[src/sv/incremental_pid_position_loop_core_assert.svh]
// Assertion macros shared by the position loop RTL.
// Every macro samples on the rising edge of clk and is disabled while rst_n is low.
`ifndef INCREMENTAL_PID_POSITION_LOOP_CORE_ASSERT_SVH
`define INCREMENTAL_PID_POSITION_LOOP_CORE_ASSERT_SVH

// The consequent must hold in the same cycle as the antecedent.
`define IPID_ASSERT_SAME(label, ante, cons, msg) \
    label: assert property (@(posedge clk) disable iff (!rst_n) (ante) |-> (cons)) \
        else $error(msg);

// The consequent must hold in the cycle after the antecedent.
`define IPID_ASSERT_NEXT(label, ante, cons, msg) \
    label: assert property (@(posedge clk) disable iff (!rst_n) (ante) |=> (cons)) \
        else $error(msg);

`endif

[src/sv/ipid_pkg.sv]
package ipid_pkg;

    // Fixed field widths of the transaction payloads.
    localparam int AXIS_W      = 2;
    localparam int POS_W       = 32;
    localparam int ACC_W       = 32;
    localparam int GAIN_W      = 10;
    localparam int MODE_W      = 2;
    localparam int PWM_W       = 16;
    localparam int SPEED_W     = 16;
    localparam int CFG_INDEX_W = 3;
    localparam int CFG_DATA_W  = 16;

    // Number of axes that have a speed limit register.
    localparam int LIMIT_REGS = 3;

    // Parameter defaults.
    localparam int DEFAULT_AXES           = 3;
    localparam int DEFAULT_POSITION_WIDTH = 32;

    // Register indices.
    localparam logic [CFG_INDEX_W-1:0] REG_GAIN_P        = 3'd0;
    localparam logic [CFG_INDEX_W-1:0] REG_GAIN_I        = 3'd1;
    localparam logic [CFG_INDEX_W-1:0] REG_GAIN_D        = 3'd2;
    localparam logic [CFG_INDEX_W-1:0] REG_LOOP_MODE     = 3'd3;
    localparam logic [CFG_INDEX_W-1:0] REG_PWM_LIMIT     = 3'd4;
    localparam logic [CFG_INDEX_W-1:0] REG_SPEED_LIMIT_A = 3'd5;
    localparam logic [CFG_INDEX_W-1:0] REG_SPEED_LIMIT_B = 3'd6;
    localparam logic [CFG_INDEX_W-1:0] REG_SPEED_LIMIT_C = 3'd7;

    // Loop modes.
    localparam logic [MODE_W-1:0] MODE_DIRECT   = 2'd0;
    localparam logic [MODE_W-1:0] MODE_VELOCITY = 2'd1;

    // Reset values of the registers.
    localparam logic [GAIN_W-1:0] GAIN_P_RESET    = 10'd4;
    localparam logic [PWM_W-1:0]  PWM_LIMIT_RESET = 16'd3500;

    typedef struct packed {
        logic [AXIS_W-1:0]       axis;
        logic signed [POS_W-1:0] target_position;
        logic signed [POS_W-1:0] measured_position;
    } pid_in_t;

    typedef struct packed {
        logic [AXIS_W-1:0]       axis_out;
        logic signed [ACC_W-1:0] velocity_command;
        logic                    velocity_valid;
        logic [PWM_W-1:0]        pwm_forward;
        logic [PWM_W-1:0]        pwm_reverse;
        logic                    pwm_valid;
    } pid_out_t;

endpackage

[src/sv/incremental_pid_position_loop_core.sv]
// Incremental PID position loop for several motor axes. Each input transaction is one control
// tick for one axis. It carries a target and a measured position. The block forms the error,
// adds kp*(e-e1) + ki*e + kd*(e-2*e1+e2) to that axis's wrapping 32-bit accumulator, and returns
// one result transaction. In velocity mode the result holds the accumulator clamped to the
// axis speed limit, if nonzero. In direct mode it holds a PWM duty on the forward or reverse
// leg, saturated at the PWM limit. A tick for an axis number beyond the configured count leaves
// all state alone and gives a result that holds only the axis number. The block is a
// five-register pipeline: the input register, the error stage, the gain multiplier stage, the
// accumulator stage and the output register. It takes one transaction every clock cycle while
// the output side does not stall, and holds results while it stalls. The per-axis error
// history is updated as a tick leaves the error stage, and the accumulator as it leaves the
// accumulator stage. Ticks for the same axis can therefore follow one another in consecutive
// cycles without forwarding. Configuration is written through a plain write port; the user
// must write it only while the pipeline is empty, and the block itself does not enforce this.
module incremental_pid_position_loop_core #(
    parameter int AXES           = ipid_pkg::DEFAULT_AXES,
    parameter int POSITION_WIDTH = ipid_pkg::DEFAULT_POSITION_WIDTH
) (
    input  logic                                clk,
    input  logic                                rst_n,
    input  logic                                in_valid,
    output logic                                in_stall,
    input  ipid_pkg::pid_in_t                   in_data,
    output logic                                out_valid,
    input  logic                                out_stall,
    output ipid_pkg::pid_out_t                  out_data,
    input  logic                                cfg_we,
    input  logic [ipid_pkg::CFG_INDEX_W-1:0]    cfg_index,
    input  logic [ipid_pkg::CFG_DATA_W-1:0]     cfg_data
);
    import ipid_pkg::*;
    `include "incremental_pid_position_loop_core_assert.svh"

    // Index width for the per-axis stores, and the stored error width. Only the low 32 bits of
    // an error ever reach the accumulator, so a wider error is kept only to 32 bits.
    localparam int IDX_W   = (AXES > 1) ? $clog2(AXES) : 1;
    localparam int ERR_W   = (POSITION_WIDTH + 1 < ACC_W) ? POSITION_WIDTH + 1 : ACC_W;
    localparam int RANGE_W = 4;

    // Configuration registers.
    logic [GAIN_W-1:0]         gain_p_reg;
    logic [GAIN_W-1:0]         gain_i_reg;
    logic [GAIN_W-1:0]         gain_d_reg;
    logic [MODE_W-1:0]         loop_mode_reg;
    logic [PWM_W-1:0]          pwm_limit_reg;
    logic signed [SPEED_W-1:0] speed_limit_reg [LIMIT_REGS];

    // Per-axis state.
    logic [ERR_W-1:0] last_error_reg  [AXES];
    logic [ERR_W-1:0] prior_error_reg [AXES];
    logic [ACC_W-1:0] accum_reg       [AXES];

    // Pipeline stage registers.
    logic                    s1_valid_reg;
    logic [AXIS_W-1:0]       s1_axis_reg;
    logic signed [POS_W-1:0] s1_target_reg;
    logic signed [POS_W-1:0] s1_measured_reg;

    logic                    s2_valid_reg;
    logic                    s2_ok_reg;
    logic [AXIS_W-1:0]       s2_axis_reg;
    logic [ACC_W-1:0]        s2_e_reg;
    logic [ACC_W-1:0]        s2_d1_reg;
    logic [ACC_W-1:0]        s2_d2_reg;

    logic                    s3_valid_reg;
    logic                    s3_ok_reg;
    logic [AXIS_W-1:0]       s3_axis_reg;
    logic [ACC_W-1:0]        s3_pp_reg;
    logic [ACC_W-1:0]        s3_pi_reg;
    logic [ACC_W-1:0]        s3_pd_reg;

    logic                    s4_valid_reg;
    logic                    s4_ok_reg;
    logic [AXIS_W-1:0]       s4_axis_reg;
    logic signed [ACC_W-1:0] s4_acc_reg;

    logic                    out_valid_reg;
    pid_out_t                out_reg;
    pid_out_t                out_next;

    // Flow control: a stage may take a new transaction when it is empty or is handing its
    // own transaction on in the same cycle.
    logic out_ready;
    logic s4_ready;
    logic s3_ready;
    logic s2_ready;
    logic s1_ready;
    logic in_accept;
    logic s1_move;
    logic s2_move;
    logic s3_move;
    logic s4_move;

    assign out_ready = !out_valid_reg || !out_stall;
    assign s4_ready  = !s4_valid_reg || out_ready;
    assign s3_ready  = !s3_valid_reg || s4_ready;
    assign s2_ready  = !s2_valid_reg || s3_ready;
    assign s1_ready  = !s1_valid_reg || s2_ready;
    assign in_stall  = !s1_ready;
    assign in_accept = in_valid && s1_ready;
    assign s1_move   = s1_valid_reg && s2_ready;
    assign s2_move   = s2_valid_reg && s3_ready;
    assign s3_move   = s3_valid_reg && s4_ready;
    assign s4_move   = s4_valid_reg && out_ready;

    // Error stage. The positions are taken as POSITION_WIDTH-bit two's complement values,
    // and the error is one bit wider so that it never overflows.
    logic [POSITION_WIDTH-1:0] s1_tp;
    logic [POSITION_WIDTH-1:0] s1_mp;
    logic [POSITION_WIDTH:0]   s1_e_full;
    logic [ACC_W-1:0]          s1_e;
    logic [ACC_W-1:0]          s1_e1;
    logic [ACC_W-1:0]          s1_e2;
    logic                      s1_ok;
    logic [IDX_W-1:0]          s1_idx;

    always_comb
    begin
        s1_tp     = POSITION_WIDTH'($unsigned(s1_target_reg));
        s1_mp     = POSITION_WIDTH'($unsigned(s1_measured_reg));
        s1_e_full = {s1_tp[POSITION_WIDTH-1], s1_tp} - {s1_mp[POSITION_WIDTH-1], s1_mp};
        s1_e      = ACC_W'($signed(s1_e_full));
        s1_ok     = ({2'b00, s1_axis_reg} < RANGE_W'(AXES));
        s1_idx    = IDX_W'(s1_axis_reg);
        s1_e1     = '0;
        s1_e2     = '0;
        if (s1_ok)
        begin
            s1_e1 = ACC_W'($signed(last_error_reg[s1_idx]));
            s1_e2 = ACC_W'($signed(prior_error_reg[s1_idx]));
        end
    end

    // Multiplier stage. The products are needed only modulo 2^32, so an unsigned multiply of
    // the two's complement differences gives the right bits.
    logic [ACC_W-1:0] s2_pp;
    logic [ACC_W-1:0] s2_pi;
    logic [ACC_W-1:0] s2_pd;

    assign s2_pp = s2_d1_reg * ACC_W'(gain_p_reg);
    assign s2_pi = s2_e_reg  * ACC_W'(gain_i_reg);
    assign s2_pd = s2_d2_reg * ACC_W'(gain_d_reg);

    // Accumulator stage.
    logic [IDX_W-1:0] s3_idx;
    logic [ACC_W-1:0] s3_acc_old;
    logic [ACC_W-1:0] s3_acc_new;

    always_comb
    begin
        s3_idx     = IDX_W'(s3_axis_reg);
        s3_acc_old = '0;
        if (s3_ok_reg)
        begin
            s3_acc_old = accum_reg[s3_idx];
        end
        s3_acc_new = s3_acc_old + s3_pp_reg + s3_pi_reg + s3_pd_reg;
    end

    // Output stage: velocity clamp or PWM leg selection.
    logic signed [SPEED_W-1:0] s4_speed;
    logic [SPEED_W:0]          s4_lim;
    logic signed [ACC_W:0]     s4_acc_x;
    logic signed [ACC_W:0]     s4_lim_x;
    logic signed [ACC_W:0]     s4_vel_x;
    logic [ACC_W-1:0]          s4_mag;
    logic [PWM_W-1:0]          s4_duty;

    always_comb
    begin
        s4_speed = '0;
        if ({1'b0, s4_axis_reg} < 3'(LIMIT_REGS))
        begin
            s4_speed = speed_limit_reg[s4_axis_reg];
        end
        s4_lim   = s4_speed[SPEED_W-1] ? ((SPEED_W + 1)'(0) - {s4_speed[SPEED_W-1], s4_speed})
                                       : {1'b0, s4_speed};
        s4_acc_x = {s4_acc_reg[ACC_W-1], s4_acc_reg};
        s4_lim_x = $signed((ACC_W + 1)'(s4_lim));
        s4_vel_x = s4_acc_x;
        if (s4_lim != '0)
        begin
            if (s4_acc_x > s4_lim_x)
            begin
                s4_vel_x = s4_lim_x;
            end
            else if (s4_acc_x < -s4_lim_x)
            begin
                s4_vel_x = -s4_lim_x;
            end
        end

        s4_mag  = s4_acc_reg[ACC_W-1] ? (ACC_W'(0) - s4_acc_reg) : s4_acc_reg;
        s4_duty = (s4_mag > ACC_W'(pwm_limit_reg)) ? pwm_limit_reg : s4_mag[PWM_W-1:0];

        out_next          = '0;
        out_next.axis_out = s4_axis_reg;
        if (s4_ok_reg)
        begin
            if (loop_mode_reg == MODE_VELOCITY)
            begin
                out_next.velocity_command = ACC_W'(s4_vel_x);
                out_next.velocity_valid   = 1'b1;
            end
            else if (loop_mode_reg == MODE_DIRECT && s4_acc_reg != '0)
            begin
                if (s4_acc_reg[ACC_W-1])
                begin
                    out_next.pwm_reverse = s4_duty;
                end
                else
                begin
                    out_next.pwm_forward = s4_duty;
                end
                out_next.pwm_valid = 1'b1;
            end
        end
    end

    // Configuration writes.
    always_ff @(posedge clk or negedge rst_n)
    begin
        if (!rst_n)
        begin
            gain_p_reg    <= GAIN_P_RESET;
            gain_i_reg    <= '0;
            gain_d_reg    <= '0;
            loop_mode_reg <= MODE_DIRECT;
            pwm_limit_reg <= PWM_LIMIT_RESET;
            for (int i = 0; i < LIMIT_REGS; i++)
            begin
                speed_limit_reg[i] <= '0;
            end
        end
        else if (cfg_we)
        begin
            case (cfg_index)
                REG_GAIN_P:        gain_p_reg         <= cfg_data[GAIN_W-1:0];
                REG_GAIN_I:        gain_i_reg         <= cfg_data[GAIN_W-1:0];
                REG_GAIN_D:        gain_d_reg         <= cfg_data[GAIN_W-1:0];
                REG_LOOP_MODE:     loop_mode_reg      <= cfg_data[MODE_W-1:0];
                REG_PWM_LIMIT:     pwm_limit_reg      <= cfg_data[PWM_W-1:0];
                REG_SPEED_LIMIT_A: speed_limit_reg[0] <= $signed(cfg_data[SPEED_W-1:0]);
                REG_SPEED_LIMIT_B: speed_limit_reg[1] <= $signed(cfg_data[SPEED_W-1:0]);
                REG_SPEED_LIMIT_C: speed_limit_reg[2] <= $signed(cfg_data[SPEED_W-1:0]);
                default:           ;
            endcase
        end
    end

    // Per-axis state: the error history moves as a tick leaves the error stage, and the
    // accumulator as a tick leaves the accumulator stage.
    always_ff @(posedge clk or negedge rst_n)
    begin
        if (!rst_n)
        begin
            for (int i = 0; i < AXES; i++)
            begin
                last_error_reg[i]  <= '0;
                prior_error_reg[i] <= '0;
                accum_reg[i]       <= '0;
            end
        end
        else
        begin
            if (s1_move && s1_ok)
            begin
                prior_error_reg[s1_idx] <= last_error_reg[s1_idx];
                last_error_reg[s1_idx]  <= ERR_W'(s1_e_full);
            end
            if (s3_move && s3_ok_reg)
            begin
                accum_reg[s3_idx] <= s3_acc_new;
            end
        end
    end

    // Stage occupancy.
    always_ff @(posedge clk or negedge rst_n)
    begin
        if (!rst_n)
        begin
            s1_valid_reg  <= 1'b0;
            s2_valid_reg  <= 1'b0;
            s3_valid_reg  <= 1'b0;
            s4_valid_reg  <= 1'b0;
            out_valid_reg <= 1'b0;
        end
        else
        begin
            if (s1_ready)
            begin
                s1_valid_reg <= in_valid;
            end
            if (s2_ready)
            begin
                s2_valid_reg <= s1_valid_reg;
            end
            if (s3_ready)
            begin
                s3_valid_reg <= s2_valid_reg;
            end
            if (s4_ready)
            begin
                s4_valid_reg <= s3_valid_reg;
            end
            if (out_ready)
            begin
                out_valid_reg <= s4_valid_reg;
            end
        end
    end

    // Stage payloads.
    always_ff @(posedge clk)
    begin
        if (in_accept)
        begin
            s1_axis_reg     <= in_data.axis;
            s1_target_reg   <= in_data.target_position;
            s1_measured_reg <= in_data.measured_position;
        end
        if (s1_move)
        begin
            s2_ok_reg   <= s1_ok;
            s2_axis_reg <= s1_axis_reg;
            s2_e_reg    <= s1_e;
            s2_d1_reg   <= s1_e - s1_e1;
            s2_d2_reg   <= s1_e - {s1_e1[ACC_W-2:0], 1'b0} + s1_e2;
        end
        if (s2_move)
        begin
            s3_ok_reg   <= s2_ok_reg;
            s3_axis_reg <= s2_axis_reg;
            s3_pp_reg   <= s2_pp;
            s3_pi_reg   <= s2_pi;
            s3_pd_reg   <= s2_pd;
        end
        if (s3_move)
        begin
            s4_ok_reg   <= s3_ok_reg;
            s4_axis_reg <= s3_axis_reg;
            s4_acc_reg  <= $signed(s3_acc_new);
        end
        if (s4_move)
        begin
            out_reg <= out_next;
        end
    end

    assign out_valid = out_valid_reg;
    assign out_data  = out_reg;

    // A PWM result drives at most one leg, and never together with a velocity command. Both
    // legs are zero when the PWM limit is zero.
    `IPID_ASSERT_SAME(a_pwm_one_leg,
        out_valid && out_data.pwm_valid,
        !out_data.velocity_valid && ((out_data.pwm_forward == '0) || (out_data.pwm_reverse == '0)),
        "PWM result must drive at most one leg")

    // A PWM duty never exceeds the configured limit.
    `IPID_ASSERT_SAME(a_pwm_within_limit,
        out_valid && out_data.pwm_valid,
        (out_data.pwm_forward <= pwm_limit_reg) && (out_data.pwm_reverse <= pwm_limit_reg),
        "PWM duty above the configured limit")

    // A tick for an axis beyond the configured count gives a result with nothing but the axis.
    `IPID_ASSERT_SAME(a_out_of_range_empty,
        out_valid && ({2'b00, out_data.axis_out} >= RANGE_W'(AXES)),
        !out_data.velocity_valid && !out_data.pwm_valid && (out_data.velocity_command == '0),
        "result for an unknown axis carries data")

    // A result that leaves the output register is followed by the next stage's transaction.
    `IPID_ASSERT_NEXT(a_out_refill,
        out_valid && !out_stall && s4_valid_reg,
        out_valid,
        "output register lost a transaction from the accumulator stage")

endmodule
[config.mk]
export PLATFORM = sky130hd
export DESIGN_NAME = incremental_pid_position_loop_core
export DESIGN_NICKNAME = d
export VERILOG_FILES = /design/src/sv/ipid_pkg.sv /design/src/sv/incremental_pid_position_loop_core.sv
export VERILOG_INCLUDE_DIRS = /design/src /design/src/sv
export SDC_FILE = /design/constraint.sdc
export NUM_CORES = 2
export LEC_CHECK = 0
export BUFFER_PORTS_ARGS = -buffer_cell sky130_fd_sc_hd__clkbuf_2
export CAP_MARGIN = 40
export CORE_ASPECT_RATIO = 0.7
export CORE_MARGIN = 8
export CORE_UTILIZATION = 59
export CTS_CLUSTER_DIAMETER = 30
export DETAILED_ROUTE_END_ITERATION = 10
export PLACE_DENSITY = 0.77
export SLEW_MARGIN = 10
export SYNTH_ARGS = -nofsm -noshare
export SYNTH_HDL_FRONTEND = slang
export SYNTH_SLANG_ARGS = --single-unit
[constraint.sdc]
create_clock -name clk -period 6.45 [get_ports clk]
set_clock_uncertainty 0.2 [all_clocks]
set_input_delay 0.645 -clock clk [delete_from_list [all_inputs] [get_ports clk]]
set_output_delay 0.645 -clock clk [all_outputs]
set_load 0.02 [all_outputs]
# == Word level (Yosys, flattened, before mapping) ==
# Index checks and enable logic that the tools add are counted.
# classes
mux,31
order_cmp,10
n_reduce_logical,38
eq_ne,8
add_sub_neg,10
n_mul,3
n_bitwise,6
# op_table
op,count
$mux W32,15
$bwmux W96,3
$bmux W32 S2,3
$add A32 B32 Y32,4
$demux W32 S2,2
$mul A32 B10 Y32,3
$sub A32 B32 Y32,3
$mux W16,4
$lt A32 B33 Y1,1
$neg A17 Y33,1
$bmux W16 S2,1
$gt A32 B16 Y1,1
$gt A32 B18 Y1,1
$reduce_bool A32 Y1,1
$sub A1 B32 Y32 const A,1
$reduce_and A2 Y1,9
$mux W17,1
$reduce_bool A17 Y1,1
$sub A1 B16 Y17 const A,1
$eq A3 B3 Y1 const B,4
$logic_and A1 B1 Y1,10
$ge A3 B3 Y1 const B,3
$not A2 Y3,3
$reduce_or A4 Y1,2
12 further kinds,28
# word_totals
input_bits,90
reg_bits,756
wordCells,150
output_inout_bits,70

# == Logic depth before layout (Yosys ltp) ==
# depth
depth_word,12
depth_mapped,26
ltp_nobuf,26

# == Worst setup path before layout ==
# No wires, ideal clock.
# synth_path
path_kind,reg-to-reg
startpoint,register gain_i_reg[3]
endpoint,"register s3_pi_reg[31], data pin"
path_slack_ns,0.041
synth_period_minus_slack_ns,6.409
setup_time_ns,0.260
arrival_time_ns,5.949
path_stages_with_launch,25
cell_sequence,dfrtp_1 clkbuf_1 buf_1 nand2_1 fa_1 inv_1 fa_1 inv_1 fa_1 inv_1 fa_1 inv_1 fa_1 inv_1 ha_1 and4_1 a21oi_1 o21ai_0 a41o_1 o311ai_0 o311ai_0 a2111oi_0 o21bai_1 a21oi_1 xnor2_1
# synth_via
elab_chain_len,1
# synth_rtl
item,line,source
start: declaration,incremental_pid_position_loop_core.sv:42,logic [GAIN_W-1:0] gain_i_reg;
start signal: assignment,incremental_pid_position_loop_core.sv:240,REG_GAIN_I: gain_i_reg <= cfg_data[GAIN_W-1:0];
$mul A32 B10 Y32,incremental_pid_position_loop_core.sv:142,assign s2_pi = s2_e_reg * ACC_W'(gain_i_reg);
net s2_pi[31],incremental_pid_position_loop_core.sv:138,logic [ACC_W-1:0] s2_pi;
end signal: assignment,incremental_pid_position_loop_core.sv:337,s3_pi_reg <= s2_pi;
end: declaration,incremental_pid_position_loop_core.sv:70,logic [ACC_W-1:0] s3_pi_reg;
# The timed path passes the listed nets, and every way through them passes these cells.
# A chain may end at the register's enable or synchronous reset.

# == Worst setup path in the final report ==
# layout_path
startpoint,register s4_axis_reg[1]
endpoint,"register out_reg, in the netlist out_data[58], data pin"
# layout_via
elab_chain_len,12
word_cells_on_any_way,15
classes_between,add/sub (2); order compare (3); mux (8); bitwise (1); reduce/logical (1)
# layout_rtl
item,line,source
start: declaration,incremental_pid_position_loop_core.sv:75,logic [AXIS_W-1:0] s4_axis_reg;
start signal: assignment,incremental_pid_position_loop_core.sv:343,s4_axis_reg <= s3_axis_reg;
$not A2 Y3 (not written as such),incremental_pid_position_loop_core.sv:175,s4_speed = speed_limit_reg[s4_axis_reg];
$bmux W16 S2,incremental_pid_position_loop_core.sv:175,
$mux W16 (not written as such) (2 in series),incremental_pid_position_loop_core.sv:175,
$mux W16 *,incremental_pid_position_loop_core.sv:173,"if ({1'b0, s4_axis_reg} < 3'(LIMIT_REGS))"
$sub A1 B16 Y17,incremental_pid_position_loop_core.sv:177,"s4_lim = s4_speed[SPEED_W-1] ? ((SPEED_W + 1)'(0) - {s4_speed[SPEED_W-1], s4_speed})"
$mux W17 *,incremental_pid_position_loop_core.sv:177,
$neg A17 Y33,incremental_pid_position_loop_core.sv:190,s4_vel_x = -s4_lim_x;
$lt A32 B33 Y1,incremental_pid_position_loop_core.sv:188,else if (s4_acc_x < -s4_lim_x)
$mux W32,incremental_pid_position_loop_core.sv:188,
$mux W32,incremental_pid_position_loop_core.sv:184,if (s4_acc_x > s4_lim_x)
$mux W32 *,incremental_pid_position_loop_core.sv:182,if (s4_lim != '0)
end signal: assignment,incremental_pid_position_loop_core.sv:348,out_reg <= out_next;
end: declaration,incremental_pid_position_loop_core.sv:79,pid_out_t out_reg;
# Every way passes the cells marked *; elsewhere a longest branch is shown, timed or not. The select of a mux whose other input is x is not followed.

==> flow_summary.toml <==
[cts]
htree_levels = 3
numCtsBuffers = 121
cts_root_buffer = "clkbuf_16"
clk_path_buf_depth = 3
cts.clk_slew.worst_paths_ps = 60
clock-sinks = 756
clk_latency_ps = 740
cts_tree = "built"

[min_path]
hp-class = "in -> reg"

[floorplanning]
coreArea_um2 = 108000
row_count = 101
ios = 160
die_h_um = 291
start_util = 0.592
die_w_um = 409
die_area_um2 = 119000

[sta]
worst_pin_slew_ps = 954
fin_hold_ws_ps = 185
setup_ws_ps = 168
clock.fmax_ghz = 0.159
fin_crit_sh = 0.974
relSlewSlack = 0.364
hold_viol = 0
drv_slew = 0
setup_viol = 0
period_minus_slack_ps = 6280

[placement]
dp.cells = 8081
gp_congestion = 0.972
place_hpwl_um = 135000
io_buffers = 159
place_ws_ps = -168

[final_layout]
multiInputGateArea_um2 = 39100
drive_gt1_frac = 0.135
area_delta_synth_final_pct = 15.1
final_cells = 8424
fillers = 7950
ff_latch_area_um2 = 20800
nets = 7980

[worst_setup_path]
worst_path_max_delay_cell = "or4_4"
critPathArrivalTime_ps = 6570
crit_family = "compound AO/OA/AOI/OAI gates"
slowest_delay_ps = 540
critPathMaxFanout = 19
critPathLaunchType = "flop"
cp_common_cell = "buf_4"
cp-end-kind = "flop"
critPathKind = "reg -> reg"
required_ps = 6740
cp_num_buf_inv = 7

[synth]
synth_area_leader_cell = "fa_1"
synth_seq_cells = 756
netlist.area_leader.share = 0.216
synth_edf_count = 367
syn_area_per_cell_um2 = 9.89
synth_warnings = 0
netlist_area_um2 = 63800
synthCells = 6456
ys_seq_area_frac = 0.325
yosysUniqueCellTypes = 88
synth_most_common_cell = "nand2_1"
synth-main-ff-cell = "dfrtp_1"
async_flop_share = 0.515
synthTopCellsByArea = "fa_1 22%, edfxtp_1 17%, dfrtp_1 15%, ha_1 6.5%, nand2_1 5.9%"
yosys-top-cells-count = "995 x nand2_1, 826 x inv_1, 688 x fa_1"

[route]
drt_iter0_markers = 4581
post-route-drc-count = 0
wl_per_cell_um = 21.1
vias = 48700
wl_um = 178000
firstDrtPassIters = 6
ant_nets = 0
vias_per_cell = 5.78

[global_route]
grt_pass1_vias = 50300
overflow = 0
track_usage = 0.297
grt_max_degree = 170
antenna_found_initial = 8
grt_pass1_wl_um = 283000

[run_status]
status = "completed"

[flow_run]
maxCapViolCount = 0
cells by family after synthesis:
| family | Yosys count | share of synthesized area |
|---|---|---|
| adders and majority gates | 1019 | 0.281 |
| AOI/OAI and AO/OA | 1065 | 0.102 |
| and+or+nand+nor | 1969 | 0.145 |
| buffers and inverters | 1113 | 0.0663 |
| other | 1 | 0.0000588 |
| muxes | 249 | 0.0412 |
| xor gates and xnor gates | 284 | 0.0390 |
| DFF | 756 | 0.325 |
cell type report:
class / count / area share
diodes: 3 / 0.000102
clock buffers: 133 / 0.0424
clock inverters: 98 / 0.0171
inverters: 827 / 0.0423
multi-input cells: 4588 / 0.532
flip-flops and latches: 756 / 0.283
well taps: 1442 / 0.0246
repair buffers: 577 / 0.0584
layout by cell type, fill, tap and decap left out, types with 17 or more instances in the layout:
master	n
clkbuf_2	160
nand3_1	45
and2_1	447
o21ai_0	397
nand2_1	993
fa_1	687
xnor2_1	203
a31oi_1	26
inv_6	22
buf_4	320
nor3b_1	17
inv_8	17
ha_1	329
nor2b_1	29
dlygate4sd3_1	75
a211oi_1	23
nor3_1	44
o31ai_1	17
a21oi_1	250
mux2_2	112
xor2_1	79
o21a_1	39
nand2b_1	33
nand4_1	32
inv_1	824
edfxtp_1	367
a21o_1	118
clkbuf_16	122
mux2i_1	134
nor2_1	222
and3_1	25
dfrtp_1	370
o21bai_1	27
layer usage:
layer | GRT usage | part of all wire | up-vias
li1 | - | - | 22000
met1 | 0.412 | 0.42 | 24100
met2 | 0.449 | 0.44 | 2199
met3 | 0.0734 | 0.094 | 412
met4 | 0.124 | 0.050 | 2
met5 | 0 | 0.000079 | -
final timing paths:
check,start,to,slack (ps),cells after the start
worst max-delay path,s4_axis_reg[1],out_data[58],170,28
worst min-delay path,cfg_data[8],pwm_limit_reg[8],190,3
worst max register to register,s4_axis_reg[1],out_data[58],170,28
worst min register to register,accum_reg[37],accum_reg[37],280,2
max in group asynchronous,rst_n,prior_error_reg[77],4290,3
min in group asynchronous,rst_n,pwm_limit_reg[13],280,2
worst min-delay path: cells and delay by family:
kind                   cells  cell delay [ps]
buffers and inverters      1              280
AND/OR/NAND/NOR            1              120
AO/OA/AOI/OAI              1               70
what timing repair did:
action,4_1_cts,5_1_grt
gates resized for setup,6,62
hold endpoints to repair,162,0
pin swaps,0,9
hold buffers,75,0
buffers inserted,0,34
endpoints found under the setup margin,18,56
metrics by stage:
| step | utilization | TNS [ps] | area [um2] |
|---|---|---|---|
| after floorplan | - | 0 | 63800 |
| final | 0.681 | 0 | 73400 |
| after detailed placement | 0.629 | -2210 | 67900 |
| after global routing | 0.681 | -600 | 73400 |
| after CTS | 0.677 | 0 | 73000 |
| after global placement | 0.628 | 0 | 67700 |
Power is not shown: default switching activity piles up to over one toggle a cycle in this logic, so the estimate is an artifact.
